[src/aidr_pkg.sv]
// aidr_pkg: shared constants, command and status codes for the array editor
// depends on nothing; used by array_insert_delete_rotate_top
package aidr_pkg;

  // store geometry
  localparam int CAPACITY = 8;
  localparam int ADDR_W   = $clog2(CAPACITY);
  localparam int CNT_W    = $clog2(CAPACITY + 1);
  localparam int LEN_W    = ADDR_W + 1;
  localparam int DATA_W   = 32;
  localparam int AMT_W    = 16;
  localparam int BIT_W    = $clog2(AMT_W);

  // command codes
  typedef enum logic [1:0] {
    CMD_INSERT = 2'd0,
    CMD_DELETE = 2'd1,
    CMD_ROTATE = 2'd2,
    CMD_READ   = 2'd3
  } cmd_t;

  // result status codes
  typedef enum logic [1:0] {
    ST_OK     = 2'd0,
    ST_FULL   = 2'd1,
    ST_EMPTY  = 2'd2,
    ST_BADIDX = 2'd3
  } status_t;

  // pending memory write, issued in the cycle after its read
  typedef struct packed {
    logic              en;
    logic [ADDR_W-1:0] addr;
    logic              from_scr;
  } wr_pend_t;

endpackage

[src/array_insert_delete_rotate_top.sv]
// array_insert_delete_rotate_top: ordered array editor built around a registered-read element ram
// depends on aidr_pkg for constants, codes and the pending-write struct
//
// sequence: read, refused command or empty segment go via fetch to the result register;
//   append writes the value directly, other insert shifts elements up first, delete shifts
//   elements down (none for the last entry); rotate runs a bit-serial modulo of the amount,
//   then copies through a scratch ram and back, skipped when the amount reduces to zero
// handshake: one command at a time; the next transfer is taken
//   the cycle after the result register loads
// reset: count cleared, stored elements read as zero; no clearing pass needed
module array_insert_delete_rotate_top (
  input  logic                                 clk,
  input  logic                                 rst_n,
  input  logic                                 in_valid,
  output logic                                 in_ready,
  input  logic [1:0]                           in_cmd,
  input  logic [aidr_pkg::ADDR_W-1:0]          in_position,
  input  logic signed [aidr_pkg::DATA_W-1:0]   in_item_value,
  input  logic [aidr_pkg::ADDR_W-1:0]          in_segment_end,
  input  logic signed [aidr_pkg::AMT_W-1:0]    in_rotate_amount,
  output logic                                 out_valid,
  input  logic                                 out_ready,
  output logic [1:0]                           out_status,
  output logic [aidr_pkg::CNT_W-1:0]           out_element_count,
  output logic signed [aidr_pkg::DATA_W-1:0]   out_read_value
);

  localparam int ADDR_W = aidr_pkg::ADDR_W;
  localparam int CNT_W  = aidr_pkg::CNT_W;
  localparam int LEN_W  = aidr_pkg::LEN_W;
  localparam int DATA_W = aidr_pkg::DATA_W;
  localparam int AMT_W  = aidr_pkg::AMT_W;
  localparam int BIT_W  = aidr_pkg::BIT_W;
  localparam int CAP    = aidr_pkg::CAPACITY;

  typedef enum logic [9:0] {
    S_IDLE   = 10'b00_0000_0001,
    S_MOD    = 10'b00_0000_0010,
    S_FIX    = 10'b00_0000_0100,
    S_MOVE   = 10'b00_0000_1000,
    S_DRAIN  = 10'b00_0001_0000,
    S_PUT    = 10'b00_0010_0000,
    S_ROT_LD = 10'b00_0100_0000,
    S_ROT_ST = 10'b00_1000_0000,
    S_FETCH  = 10'b01_0000_0000,
    S_RESP   = 10'b10_0000_0000
  } state_t;

  state_t                   state_r, state_nxt;
  aidr_pkg::cmd_t           cmd_r, cmd_nxt;
  aidr_pkg::status_t        res_status_r, res_status_nxt;
  logic [ADDR_W-1:0]        pos_r, pos_nxt;
  logic [DATA_W-1:0]        val_r, val_nxt;
  logic                     neg_r, neg_nxt;
  logic [AMT_W-1:0]         mag_r, mag_nxt;
  logic [BIT_W-1:0]         bit_r, bit_nxt;
  logic [ADDR_W-1:0]        rem_r, rem_nxt;
  logic [LEN_W-1:0]         len_r, len_nxt;
  logic [ADDR_W-1:0]        off_r, off_nxt;
  logic [ADDR_W-1:0]        idx_r, idx_nxt;
  logic [CNT_W-1:0]         count_r, count_nxt;
  aidr_pkg::wr_pend_t       wp_r, wp_nxt;
  logic                     scr_wen_r, scr_wen_nxt;
  logic [ADDR_W-1:0]        scr_waddr_r, scr_waddr_nxt;
  logic                     out_valid_r, out_valid_nxt;
  aidr_pkg::status_t        out_status_r;
  logic [CNT_W-1:0]         out_count_r;
  logic [DATA_W-1:0]        out_value_r;

  // element ram and scratch ram for rotation
  logic [DATA_W-1:0]        elem_mem_r [CAP];
  logic [DATA_W-1:0]        scr_mem_r  [CAP];
  logic [DATA_W-1:0]        mem_rdata_r;
  logic [DATA_W-1:0]        scr_rdata_r;

  logic                     mem_we, mem_re, scr_re;
  logic [ADDR_W-1:0]        mem_waddr, mem_raddr, scr_raddr;
  logic [DATA_W-1:0]        mem_wdata;

  logic                     accept;
  logic                     out_load;
  aidr_pkg::cmd_t           in_cmd_c;
  logic [ADDR_W:0]          trial;
  logic [ADDR_W-1:0]        rem_step;
  logic [ADDR_W-1:0]        rot_amt;
  logic [LEN_W-1:0]         last_off;

  assign in_ready  = (state_r == S_IDLE);
  assign accept    = in_valid & in_ready;
  assign in_cmd_c  = aidr_pkg::cmd_t'(in_cmd);
  assign out_load  = (state_r == S_RESP) && (!out_valid_r || out_ready);
  assign last_off  = len_r - LEN_W'(1);

  // one restoring step of the amount modulo segment length
  assign trial    = {rem_r, mag_r[AMT_W-1]};
  assign rem_step = (LEN_W'(trial) >= len_r) ? ADDR_W'(LEN_W'(trial) - len_r)
                                             : trial[ADDR_W-1:0];

  // negative amounts wrap to the equivalent left rotation
  assign rot_amt = !neg_r        ? rem_r :
                   (rem_r == '0) ? '0    : ADDR_W'(len_r - LEN_W'(rem_r));

  // next-state and control
  always_comb begin
    state_nxt      = state_r;
    cmd_nxt        = cmd_r;
    res_status_nxt = res_status_r;
    pos_nxt        = pos_r;
    val_nxt        = val_r;
    neg_nxt        = neg_r;
    mag_nxt        = mag_r;
    bit_nxt        = bit_r;
    rem_nxt        = rem_r;
    len_nxt        = len_r;
    off_nxt        = off_r;
    idx_nxt        = idx_r;
    count_nxt      = count_r;
    wp_nxt         = '0;
    scr_wen_nxt    = 1'b0;
    scr_waddr_nxt  = scr_waddr_r;
    mem_re         = 1'b0;
    mem_raddr      = pos_r;
    scr_re         = 1'b0;
    scr_raddr      = idx_r;

    unique case (state_r)
      S_IDLE: begin
        if (accept) begin
          cmd_nxt        = in_cmd_c;
          pos_nxt        = in_position;
          val_nxt        = in_item_value;
          neg_nxt        = in_rotate_amount[AMT_W-1];
          mag_nxt        = in_rotate_amount[AMT_W-1] ? AMT_W'(-in_rotate_amount)
                                                     : in_rotate_amount;
          len_nxt        = LEN_W'(in_segment_end) - LEN_W'(in_position) + LEN_W'(1);
          bit_nxt        = '0;
          rem_nxt        = '0;
          res_status_nxt = aidr_pkg::ST_OK;
          state_nxt      = S_FETCH;
          unique case (in_cmd_c)
            aidr_pkg::CMD_INSERT: begin
              if (count_r >= CNT_W'(CAP)) begin
                res_status_nxt = aidr_pkg::ST_FULL;
              end else if (CNT_W'(in_position) > count_r) begin
                res_status_nxt = aidr_pkg::ST_BADIDX;
              end else begin
                count_nxt = count_r + CNT_W'(1);
                idx_nxt   = ADDR_W'(count_r - CNT_W'(1));
                state_nxt = (CNT_W'(in_position) == count_r) ? S_PUT : S_MOVE;
              end
            end
            aidr_pkg::CMD_DELETE: begin
              if (count_r == '0) begin
                res_status_nxt = aidr_pkg::ST_EMPTY;
              end else if (CNT_W'(in_position) >= count_r) begin
                res_status_nxt = aidr_pkg::ST_BADIDX;
              end else begin
                count_nxt = count_r - CNT_W'(1);
                idx_nxt   = in_position + ADDR_W'(1);
                state_nxt = (CNT_W'(in_position) == count_r - CNT_W'(1)) ? S_FETCH
                                                                         : S_MOVE;
              end
            end
            aidr_pkg::CMD_ROTATE: begin
              if (in_segment_end >= in_position) begin
                if (CNT_W'(in_segment_end) >= count_r) begin
                  res_status_nxt = aidr_pkg::ST_BADIDX;
                end else begin
                  state_nxt = S_MOD;
                end
              end
            end
            aidr_pkg::CMD_READ: begin
              if (CNT_W'(in_position) >= count_r) begin
                res_status_nxt = aidr_pkg::ST_BADIDX;
              end
            end
            default: state_nxt = S_FETCH;
          endcase
        end
      end

      // bit-serial remainder, msb first
      S_MOD: begin
        rem_nxt = rem_step;
        mag_nxt = mag_r << 1;
        bit_nxt = bit_r + BIT_W'(1);
        if (bit_r == BIT_W'(AMT_W - 1)) begin
          state_nxt = S_FIX;
        end
      end

      S_FIX: begin
        off_nxt   = rot_amt;
        idx_nxt   = '0;
        state_nxt = (rot_amt == '0) ? S_FETCH : S_ROT_LD;
      end

      // shift elements up (insert) or down (delete), one read per cycle
      S_MOVE: begin
        mem_re    = 1'b1;
        mem_raddr = idx_r;
        wp_nxt.en = 1'b1;
        if (cmd_r == aidr_pkg::CMD_INSERT) begin
          wp_nxt.addr = idx_r + ADDR_W'(1);
          idx_nxt     = idx_r - ADDR_W'(1);
          if (idx_r == pos_r) begin
            state_nxt = S_DRAIN;
          end
        end else begin
          wp_nxt.addr = idx_r - ADDR_W'(1);
          idx_nxt     = idx_r + ADDR_W'(1);
          if (CNT_W'(idx_r) == count_r) begin
            state_nxt = S_DRAIN;
          end
        end
      end

      // last pending write lands here
      S_DRAIN: begin
        state_nxt = (cmd_r == aidr_pkg::CMD_INSERT) ? S_PUT : S_FETCH;
      end

      S_PUT: begin
        state_nxt = S_FETCH;
      end

      // copy segment in rotated order into scratch
      S_ROT_LD: begin
        mem_re        = 1'b1;
        mem_raddr     = pos_r + off_r;
        scr_wen_nxt   = 1'b1;
        scr_waddr_nxt = idx_r;
        off_nxt       = (LEN_W'(off_r) == last_off) ? '0 : off_r + ADDR_W'(1);
        idx_nxt       = idx_r + ADDR_W'(1);
        if (LEN_W'(idx_r) == last_off) begin
          idx_nxt   = '0;
          state_nxt = S_ROT_ST;
        end
      end

      // copy scratch back into the segment in order
      S_ROT_ST: begin
        scr_re          = 1'b1;
        scr_raddr       = idx_r;
        wp_nxt.en       = 1'b1;
        wp_nxt.addr     = pos_r + idx_r;
        wp_nxt.from_scr = 1'b1;
        idx_nxt         = idx_r + ADDR_W'(1);
        if (LEN_W'(idx_r) == last_off) begin
          state_nxt = S_DRAIN;
        end
      end

      S_FETCH: begin
        mem_re    = 1'b1;
        mem_raddr = pos_r;
        state_nxt = S_RESP;
      end

      S_RESP: begin
        if (out_load) begin
          state_nxt = S_IDLE;
        end
      end

      default: state_nxt = S_IDLE;
    endcase
  end

  // element ram write port: pending copy or the inserted value
  always_comb begin
    mem_we    = 1'b0;
    mem_waddr = wp_r.addr;
    mem_wdata = wp_r.from_scr ? scr_rdata_r : mem_rdata_r;
    if (wp_r.en) begin
      mem_we = 1'b1;
    end else if (state_r == S_PUT) begin
      mem_we    = 1'b1;
      mem_waddr = pos_r;
      mem_wdata = val_r;
    end
  end

  // element ram
  always_ff @(posedge clk) begin
    if (mem_we) begin
      elem_mem_r[mem_waddr] <= mem_wdata;
    end
    if (mem_re) begin
      mem_rdata_r <= elem_mem_r[mem_raddr];
    end
  end

  // scratch ram
  always_ff @(posedge clk) begin
    if (scr_wen_r) begin
      scr_mem_r[scr_waddr_r] <= mem_rdata_r;
    end
    if (scr_re) begin
      scr_rdata_r <= scr_mem_r[scr_raddr];
    end
  end

  // output register handshake
  assign out_valid_nxt = out_load | (out_valid_r & ~out_ready);

  // control registers
  always_ff @(posedge clk) begin
    if (!rst_n) begin
      state_r     <= S_IDLE;
      count_r     <= '0;
      wp_r        <= '0;
      scr_wen_r   <= 1'b0;
      out_valid_r <= 1'b0;
    end else begin
      state_r     <= state_nxt;
      count_r     <= count_nxt;
      wp_r        <= wp_nxt;
      scr_wen_r   <= scr_wen_nxt;
      out_valid_r <= out_valid_nxt;
    end
  end

  // working registers
  always_ff @(posedge clk) begin
    cmd_r        <= cmd_nxt;
    res_status_r <= res_status_nxt;
    pos_r        <= pos_nxt;
    val_r        <= val_nxt;
    neg_r        <= neg_nxt;
    mag_r        <= mag_nxt;
    bit_r        <= bit_nxt;
    rem_r        <= rem_nxt;
    len_r        <= len_nxt;
    off_r        <= off_nxt;
    idx_r        <= idx_nxt;
    scr_waddr_r  <= scr_waddr_nxt;
  end

  // result payload; slots at or above the count read as zero
  always_ff @(posedge clk) begin
    if (out_load) begin
      out_status_r <= res_status_r;
      out_count_r  <= count_r;
      out_value_r  <= (CNT_W'(pos_r) < count_r) ? mem_rdata_r : '0;
    end
  end

  assign out_valid         = out_valid_r;
  assign out_status        = out_status_r;
  assign out_element_count = out_count_r;
  assign out_read_value    = $signed(out_value_r);

endmodule
[config.mk]
export PLATFORM = sky130hd
export DESIGN_NAME = array_insert_delete_rotate_top
export DESIGN_NICKNAME = d
export VERILOG_FILES = /design/src/aidr_pkg.sv /design/src/array_insert_delete_rotate_top.sv
export SDC_FILE = /design/constraint.sdc
export NUM_CORES = 1
export LEC_CHECK = 0
export ABC_AREA = 0
export BUFFER_PORTS_ARGS = -buffer_cell sky130_fd_sc_hd__buf_2
export CAP_MARGIN = 25
export CORE_MARGIN = 2
export CORE_UTILIZATION = 55
export DETAILED_ROUTE_END_ITERATION = 12
export PLACE_DENSITY = 0.73
export SYNTH_ARGS = -nofsm -noshare
export SYNTH_HDL_FRONTEND = slang
export SYNTH_SLANG_ARGS = --single-unit
[constraint.sdc]
create_clock -name clk -period 3.4 [get_ports clk]
set_clock_uncertainty 0.2 [all_clocks]
set_input_delay 0.17 -clock clk [delete_from_list [all_inputs] [get_ports clk]]
set_output_delay 0.17 -clock clk [all_outputs]
set_load 0.05 [all_outputs]
# After elaboration in Yosys (flattened, before gate mapping)
# Memories as Yosys holds them, arrays and structs flattened. A register that Yosys moved wholly into a read port is not among the register bits.
# Index checks and enable logic that the tools add are counted.
[word_totals]
register_bits = 135
ramBits = 512
input_bits = 60
elab_cells = 174
n_memories = 2
[mem_list]
columns = ["memory", "words", "word_bits", "read_ports", "rd_clocked_by_memory_dff", "write_ports", "line", "rtl"]
rows = [
  ["elem_mem_r", 8, 32, 1, 1, 1, "array_insert_delete_rotate_top.sv:71", "logic [DATA_W-1:0] elem_mem_r [CAP];"],
  ["scr_mem_r", 8, 32, 1, 1, 1, "array_insert_delete_rotate_top.sv:72", "logic [DATA_W-1:0] scr_mem_r [CAP];"],
]
[op_classes]
n_addsub = 15
n_lt_le_gt_ge = 7
eq_ne = 36
mux = 70
bitwise = 4
n_reduce_logical = 18
[op_table]
columns = ["operator", "count"]
rows = [
  ["10-bit one-hot mux with 10 select lines", 1],
  ["32-bit 2-to-1 mux", 3],
  ["9-bit 2-to-1 mux", 9],
  ["10-bit 2-to-1 mux", 8],
  ["3-bit 2-to-1 mux", 15],
  ["16-bit 2-to-1 mux", 2],
  ["16-bit one-hot mux with 2 select lines", 1],
  ["9-bit one-hot mux with 3 select lines", 1],
  ["3-bit one-hot mux with 2 select lines", 4],
  ["4-bit one-hot mux with 2 select lines", 3],
  ["7-bit AND reduction", 3],
  ["3-bit by 4-bit == test with 1-bit output", 5],
  ["4-bit 2-to-1 mux", 5],
  ["3-bit inequality test (second input constant)", 6],
  ["2-bit inequality test (second input constant)", 8],
  ["16-bit negation", 1],
  ["3-bit one-hot mux with 5 select lines", 1],
  ["4-bit by 1-bit adder with 4-bit output (second input constant)", 3],
  ["2-bit 2-to-1 mux", 6],
  ["10-bit by 1-bit == test with 1-bit output (second input constant)", 1],
  ["10-bit == test (second input constant)", 1],
  ["10-bit by 2-bit == test with 1-bit output (second input constant)", 1],
  ["10-bit by 3-bit == test with 1-bit output (second input constant)", 1],
  ["10-bit by 4-bit == test with 1-bit output (second input constant)", 1],
  ["other kinds (39)", 60],
]

# Depth between registers and ports, before layout
# Gate-level depths: netlist of the first run.
[depth]
word_depth = 8
depth_mapped = 10

# Least setup slack after synthesis of the first run
# Ideal clock, no wire load.
[synth_path]
path_kind = "flip-flop to flip-flop"
from = "register state_r[8]"
to = "memory elem_mem_r[7][0] (enable)"
t_arrival_ns = 3.089
required_time_ns = 2.779
path_slack_ns = -0.310
stages_incl_launch_ff = 7
n_path_buf = 1
path_cell_list = "dfxtp_1 nor4_4 clkbuf_1 nand3_1 nor3_1 a22oi_1 nor2_1"
[synth_between]
elab_chain_len = 5
elab_cells_between_ends = 7
[synth_lines]
columns = ["item", "line", "rtl"]
rows = [
  ["start: declaration", "array_insert_delete_rotate_top.sv:49", "state_t state_r, state_nxt;"],
  ["start signal: assignment", "array_insert_delete_rotate_top.sv:317", "state_r <= state_nxt;"],
  ["10-bit by 6-bit == test with 1-bit output (*)", "array_insert_delete_rotate_top.sv:278", "end else if (state_r == S_PUT) begin"],
  ["1-bit 2-to-1 mux", "array_insert_delete_rotate_top.sv:278", ""],
  ["1-bit 2-to-1 mux", "array_insert_delete_rotate_top.sv:276", "if (wp_r.en) begin"],
  ["1-bit 2-to-1 mux", "array_insert_delete_rotate_top.sv:287", "if (mem_we) begin"],
  ["1-bit 2-to-1 mux (not written as such)", "array_insert_delete_rotate_top.sv:288", "elem_mem_r[mem_waddr] <= mem_wdata;"],
  ["end: declaration", "array_insert_delete_rotate_top.sv:71", ""],
]
# Every way passes the cells marked *; elsewhere a longest branch is shown, timed or not.

# Worst setup path in the final report of the first run
[layout_path]
from = "register pos_r[0]"
to = "register mem_rdata_r[20] (read register of elem_mem_r) (data pin)"
[layout_between]
elab_chain_len = 2
[layout_lines]
columns = ["item", "line", "rtl"]
rows = [
  ["start: declaration", "array_insert_delete_rotate_top.sv:52", "logic [ADDR_W-1:0] pos_r, pos_nxt;"],
  ["start signal: assignment", "array_insert_delete_rotate_top.sv:329", "pos_r <= pos_nxt;"],
  ["3-bit adder", "array_insert_delete_rotate_top.sv:231", "mem_raddr = pos_r + off_r;"],
  ["3-bit one-hot mux with 2 select lines (*)", "array_insert_delete_rotate_top.sv:126", "unique case (state_r)"],
  ["end: declaration", "array_insert_delete_rotate_top.sv:73", "logic [DATA_W-1:0] mem_rdata_r;"],
]
# Marks and branches as above.
# A chain may end at the register's enable or synchronous reset.

==> results.py, run 1 <==
metrics = {
    "route": {
        "post_drt_via_cell_ratio": 6.08,
        "drc": 0,
        "vias": 15700,
        "firstDrtPassIters": 7,
        "routedWlPerCell_um": 24.8,
        "ant_nets": 0,
        "wirelength_um": 64300,
        "drtIter0Drc": 1425,
    },
    "floorplan": {
        "die_x_um": 234,
        "fp-row-count": 84,
        "initial_core_util": 0.555,
        "die_area_sq_mm": 0.0546,
        "die_height_um": 234,
        "core_area_sq_mm": 0.0523,
        "io_pins": 100,
    },
    "yosys": {
        "synth_fa_ha_area_frac": 0.0168,
        "yosysMostFrequentCell": "edfxtp_1",
        "syn_area_sq_mm": 0.0290,
        "synth.ff_latch_count": 711,
        "yosys.area_share.simple": 0.0458,
        "synth_ff_type": "edfxtp_1",
        "synth-edff-count": 690,
        "ys_warn_count": 0,
        "synth_mux_area_frac": 0.119,
        "ys_top_cells_by_count": "edfxtp_1 (690), mux2i_1 (163), nor2_1 (87), mux4_2 (64), a21oi_1 (54)",
        "yosysSeqAreaShare": 0.728,
        "synth_cell_types": 72,
        "synth_compound_area_frac": 0.0579,
        "syn_nets": 1728,
        "synth_area_per_cell_sq_um": 17.8,
        "synthTopCellsByArea": "edfxtp_1 (71%), mux2i_1 (5.6%), mux4_2 (5.0%)",
        "synth_top_family_by_area": "multiplexers",
        "postSynthCellCount": 1632,
        "netlist.area_leader.share": 0.714,
        "synth_xor_area_frac": 0.0135,
        "yosys.area.top_type": "edfxtp_1",
        "postSynth.asyncResetShare": 0,
    },
    "placement": {
        "dp.final_hpwl_um": 37900,
        "place.gp.congestion": 0.891,
        "io_buffer_count": 99,
    },
    "clock_tree": {
        "post_cts_buffers": 0,
        "root_buffer": "clkbuf_16",
        "postCtsHoldBufs": 63,
        "h-tree-depth": 3,
        "cts.sink_count": 711,
        "cts_tree": "yes",
        "cts_buffer_depth": 3,
        "cts-resized-gates": 0,
        "clk-insertion-delay-late_ns": 0.61,
        "clk_pin_slew_ns": 0.06,
        "cts_buffers": 71,
    },
    "grt": {
        "antenna_found_initial": 1,
        "grtUsageTotal": 0.241,
        "grt_pass1_wl_um": 96400,
        "grt_max_degree": 49,
        "grt_pass1_vias": 15900,
        "grt-ovfl-total": 0,
    },
    "worst_setup_path": {
        "r2r_start": "pos_r[0]",
        "required_ns": 3.62,
        "crit_arrival_ns": 3.32,
        "worstSetupStartpoint": "pos_r[0]",
        "startpoint_type": "flip-flop",
        "worstPathMaxFanout": 32,
        "regToRegSetupSlack_ns": 0.30,
        "endpoint": "mem_rdata_r[20]",
        "r2r.worst_path.cells": 9,
        "crit_path_end_kind": "flip-flop",
        "path_class": "reg -> reg",
        "worstReg2RegEnd": "mem_rdata_r[20]",
    },
    "timing": {
        "finalSetupViolCount": 0,
        "period_share": 0.913,
        "slew_headroom": 0.394,
        "slew_violations": 0,
        "min_period_ns": 3.10,
        "tightest_slew_ns": 0.910,
        "max_freq_ghz": 0.322,
        "hold_viol": 0,
        "rsz0062_at_grt": "false",
        "hold_slack_ns": 0.00141,
    },
    "power_and_ir_drop": {
        "power_leakage_nw": 11.5,
        "swShare": 0.219,
        "pwr-share-comb": 0.075,
        "ir_drop_uv": 357,
        "switchingPower_mw": 4.12,
        "p_clk_frac": 0.398,
        "powerDensity_mw_per_mm2": 558,
        "seqPwrFrac": 0.526,
        "internal_power_mw": 14.7,
    },
    "finish": {
        "drive_gt1_frac": 0.217,
        "area_growth_pct": 16.3,
        "nNetsFinal": 1943,
        "antenna_cells": 0,
        "fin_util": 0.645,
        "seqCellArea_sq_mm": 0.0211,
        "multiInputGateArea_sq_mm": 0.00749,
        "fillCellCount": 3528,
    },
    "run": {
        "max_cap_violations": 0,
    },
    "run_status": {
        "status": "finished, final reports clean",
    },
    "hold_path": {
        "hp-class": "in -> reg",
    },
}
power by group through the flow:
| stage | combinational [mW] | clock, mW | sequential, mW |
|---|---|---|---|
| 5_1_grt | 1.54 | 7.94 | 9.93 |
| 3_3_place_gp | 1.32 | 0 | 10.1 |
| 6_report | 1.42 | 7.50 | 9.92 |
| 2_1_floorplan | 0.958 | 0 | 10.0 |
| 3_5_place_dp | 1.36 | 0 | 10.1 |
| 4_1_cts | 1.43 | 7.59 | 9.92 |
kinds of logic (layout without fill, tap and decap cells):
kind of cell	after synthesis	in the layout
DFF	711	711
muxes	260	260
and+or+nand+nor	255	255
AOI/OAI and AO/OA	210	210
buffers and inverters	117	387
xor gates and xnor gates	43	43
adders and majority gates	36	36
cell usage in the layout, fill, tap and decap left out, types with 7 or more instances in the layout:
cell / count
nor3_1: 15
nand4_1: 10
nand2b_1: 11
nand3_1: 12
buf_2: 99
dlygate4sd3_1: 63
and3_1: 7
clkinv_2: 8
mux2i_1: 163
ha_1: 31
edfxtp_1: 690
clkbuf_1: 13
mux2_2: 33
nand2_1: 41
nor2b_1: 43
xnor2_1: 20
o21ai_0: 29
clkinv_1: 22
nor2_4: 17
a21oi_1: 54
a22o_1: 33
xor2_1: 22
clkbuf_16: 75
mux4_2: 64
inv_1: 39
a221oi_2: 30
buf_12: 27
dfxtp_1: 20
buf_4: 29
nor2_1: 69
stage by stage:
| stage | cells | TNS [ns] | total power [mW] | setup slack (ns) | area [sq um] |
|---|---|---|---|---|---|
| 2_1_floorplan | 1632 | -77.22 | 11.0 | -0.310 | 29000 |
| 3_3_place_gp | 2399 | 0 | 11.4 | 0.409 | 30900 |
| 3_5_place_dp | 2399 | 0 | 11.5 | 0.356 | 30900 |
| 4_1_cts | 2590 | 0 | 18.9 | 0.349 | 33800 |
| 5_1_grt | 2590 | 0 | 19.4 | 0.198 | 33800 |
| 6_report | 2590 | 0 | 18.8 | 0.297 | 33800 |
worst max-delay path, cell delays in order (launching register included):
cell and delay (ns):
edfxtp_1 0.50, ha_1 0.26, fa_1 0.49, nand4_1 0.15
o311ai_4 0.16, buf_12 0.27, buf_12 0.27, mux2i_1 0.12
a22o_1 0.25, a221oi_2 0.18
worst min-delay path by stage:
| stage | from | endpoint | slack, ns | depth (start not counted) |
|---|---|---|---|---|
| 5_1_grt | in_segment_end[1] | len_r[1] | 0.02 | 4 |
| 3_5_place_dp | in_item_value[2] | val_r[2] | 0.15 | 1 |
| 3_3_place_gp | in_item_value[20] | val_r[20] | 0.15 | 1 |
| 4_1_cts | in_segment_end[1] | len_r[1] | 0.0008 | 4 |
| 6_report | in_segment_end[1] | len_r[1] | 0.001 | 4 |
| 2_1_floorplan | rst_n | state_r[0] | 0.06 | 1 |
per-layer routing:
layer,global-route usage,part of all wire
met3,0.0365,0.066
met1,0.338,0.42
met5,0,0
met2,0.391,0.49
met4,0.0781,0.026
final cells by class:
cell class / instances / area share
sequential: 711 / 0.626
inverter: 41 / 0.00456
tap: 688 / 0.0255
timing repair buffer: 218 / 0.0558
clock inverter: 37 / 0.00764
clock buffer: 91 / 0.0583
multi-input combinational: 804 / 0.222
flip-flops by register name, summed over array words and instances (netlist names), 5 cells and up:
| register | cells |
|---|---|
| mem_rdata_r | 32 |
| val_r | 32 |
| wp_r | 5 |
| mag_r | 16 |
| elem_mem_r | 256 |
| out_read_value | 32 |
| state_r | 10 |
| scr_mem_r | 256 |
| scr_rdata_r | 32 |
Note: power is estimated with default switching activity, not from simulation.
==> run 2: changes to the inputs <==
Settings changed: CTS_CLUSTER_SIZE set to 40, RECOVER_POWER set to 100.
==> results.py, run 2 (synthesis results as in run 1) <==
metrics = {
    "run_status": {
        "status": "complete, but fails checks",
        "violations": "max-capacitance violations, max-slew violations",
    },
    "clock_tree": {
        "root_buffer": "clkbuf_16",
        "cts_buffer_depth": 3,
        "cts.sink_count": 711,
        "cts-resized-gates": 0,
        "cts_buffers": 71,
        "h-tree-depth": 3,
        "clk_pin_slew_ns": 0.06,
        "cts_tree": "yes",
        "clk-insertion-delay-late_ns": 0.61,
    },
    "floorplan": {
        "die_height_um": 234,
        "fp-row-count": 84,
        "die_x_um": 234,
        "initial_core_util": 0.555,
        "die_area_sq_mm": 0.0546,
        "core_area_sq_mm": 0.0523,
        "io_pins": 100,
    },
    "timing": {
        "period_share": 0.925,
        "setup_tns_ns": 0,
        "hold_viol": 0,
        "slew_headroom": -0.275,
        "tightest_slew_ns": 1.91,
        "max_freq_ghz": 0.318,
        "min_period_ns": 3.14,
        "finalSetupViolCount": 0,
        "rsz0062_at_grt": "false",
        "slew_violations": 82,
        "layout_setup_ws_ns": 0.256,
    },
    "placement": {
        "dp.cells": 2399,
        "io_buffer_count": 99,
        "place.gp.congestion": 0.891,
        "dp_slack_ns": 0.356,
        "dp.final_hpwl_um": 37900,
        "place_area_sq_mm": 0.0309,
    },
    "power_and_ir_drop": {
        "ir_drop_uv": 357,
        "power_leakage_nw": 11.3,
        "powerDensity_mw_per_mm2": 564,
        "finalPower_mw": 18.8,
    },
    "route": {
        "ant_nets": 0,
        "firstDrtPassIters": 5,
        "routedWlPerCell_um": 24.9,
        "drc": 0,
        "vias": 15700,
        "drtIter0Drc": 1491,
        "post_drt_via_cell_ratio": 6.06,
        "wirelength_um": 64400,
    },
    "worst_setup_path": {
        "critPathMaxStageDelay_ns": 0.45,
        "worstPathMaxFanout": 32,
        "crit_top_cell": "buf_12",
        "crit_family": "simple AND/OR/NAND/NOR gates",
        "path_cells": "nor4_4 > nand3_1 > inv_2 > o311ai_4 > buf_12 > buf_12 > mux2i_1 > a22o_1 > a221oi_2",
        "crit_path_end_kind": "flip-flop",
        "path_class": "reg -> reg",
        "required_ns": 3.62,
        "startpoint_type": "flip-flop",
        "path_buf_inv": 3,
        "crit_arrival_ns": 3.36,
        "cpMaxStageDelayCell": "nor4_4",
    },
    "finish": {
        "area_growth_pct": 14.8,
        "fillCellCount": 3618,
        "nNetsFinal": 1943,
        "finalInstanceArea_sq_mm": 0.0333,
        "layout_common_cells": "edfxtp_1 (690), mux2i_1 (163), nor2_1 (75), clkbuf_16 (75), clkbuf_1 (72)",
        "mostFrequentLayoutCell": "edfxtp_1",
        "drive_gt1_frac": 0.169,
        "antenna_cells": 0,
        "reg_top3": "elem_mem_r x256, scr_mem_r x256",
        "instances_no_fill": 2590,
    },
    "hold_path": {
        "hp-class": "in -> reg",
    },
    "grt": {
        "grtUsageTotal": 0.241,
        "grt-ovfl-total": 0,
        "antenna_found_initial": 0,
        "grt_max_degree": 49,
        "grt_pass1_wl_um": 96400,
        "grt_pass1_vias": 15900,
    },
    "run": {
        "max_cap_violations": 5,
    },
}
==> run 2: worst reg2reg max path: cells and delay by family (launching register included) <==
kind                   cells  cell delay, ns
multiplexers               1            0.18
AO/OA/AOI/OAI              3            0.60
AND/OR/NAND/NOR            2            0.82
buffers and inverters      3            0.79
flip-flops                 1            0.38
==> run 2: cell type report <==
cell class | count | area (sq um) | area share
inverters | 41 | 154 | 0.00462
multi-input cells | 804 | 7320 | 0.220
repair buffers | 218 | 1640 | 0.0491
flip-flops and latches | 711 | 21100 | 0.634
well taps | 688 | 861 | 0.0258
clock buffers | 91 | 1970 | 0.0590
clock inverters | 37 | 258 | 0.00773
==> run 2: repair_timing <==
action,CTS,global route
buffers inserted,0,0
hold buffers,63,0
endpoints found under the hold margin,69,0
==> run 2: power by group <==
part / total [mW] / internal (mW) / switching, mW
Combinational: 1.37 / 0.585 / 0.783
Clock: 7.50 / 4.32 / 3.19
Sequential: 9.92 / 9.78 / 0.133
Total: 18.8 / 14.7 / 4.10
==> run 2: metrics by stage <==
stage	hold WS, ns	util
after detailed placement	0.148	0.590
after CTS	0.000757	0.645
after global placement	0.147	0.590
after global routing	0.0235	0.637
final	0.00390	0.637
after floorplan	0.0589	-
==> run 2: final timing paths <==
kind,start,end,slack (ns),cells past startpoint
max reg2reg,state_r[8],mem_rdata_r[20],0.26,9
min reg2reg,res_status_r[1],out_status[1],0.26,0
min,in_segment_end[1],len_r[1],0.004,4
max,state_r[8],mem_rdata_r[20],0.26,9
==> run 2: routing by layer <==
| metal | up-vias | track usage | routed length (um) |
|---|---|---|---|
| met1 | 8095 | 0.338 | 26700 |
| met3 | 107 | 0.0365 | 4710 |
| met5 | - | 0 | 0 |
| met4 | 0 | 0.0781 | 1700 |
| li1 | 6897 | - | - |
| met2 | 606 | 0.391 | 31200 |
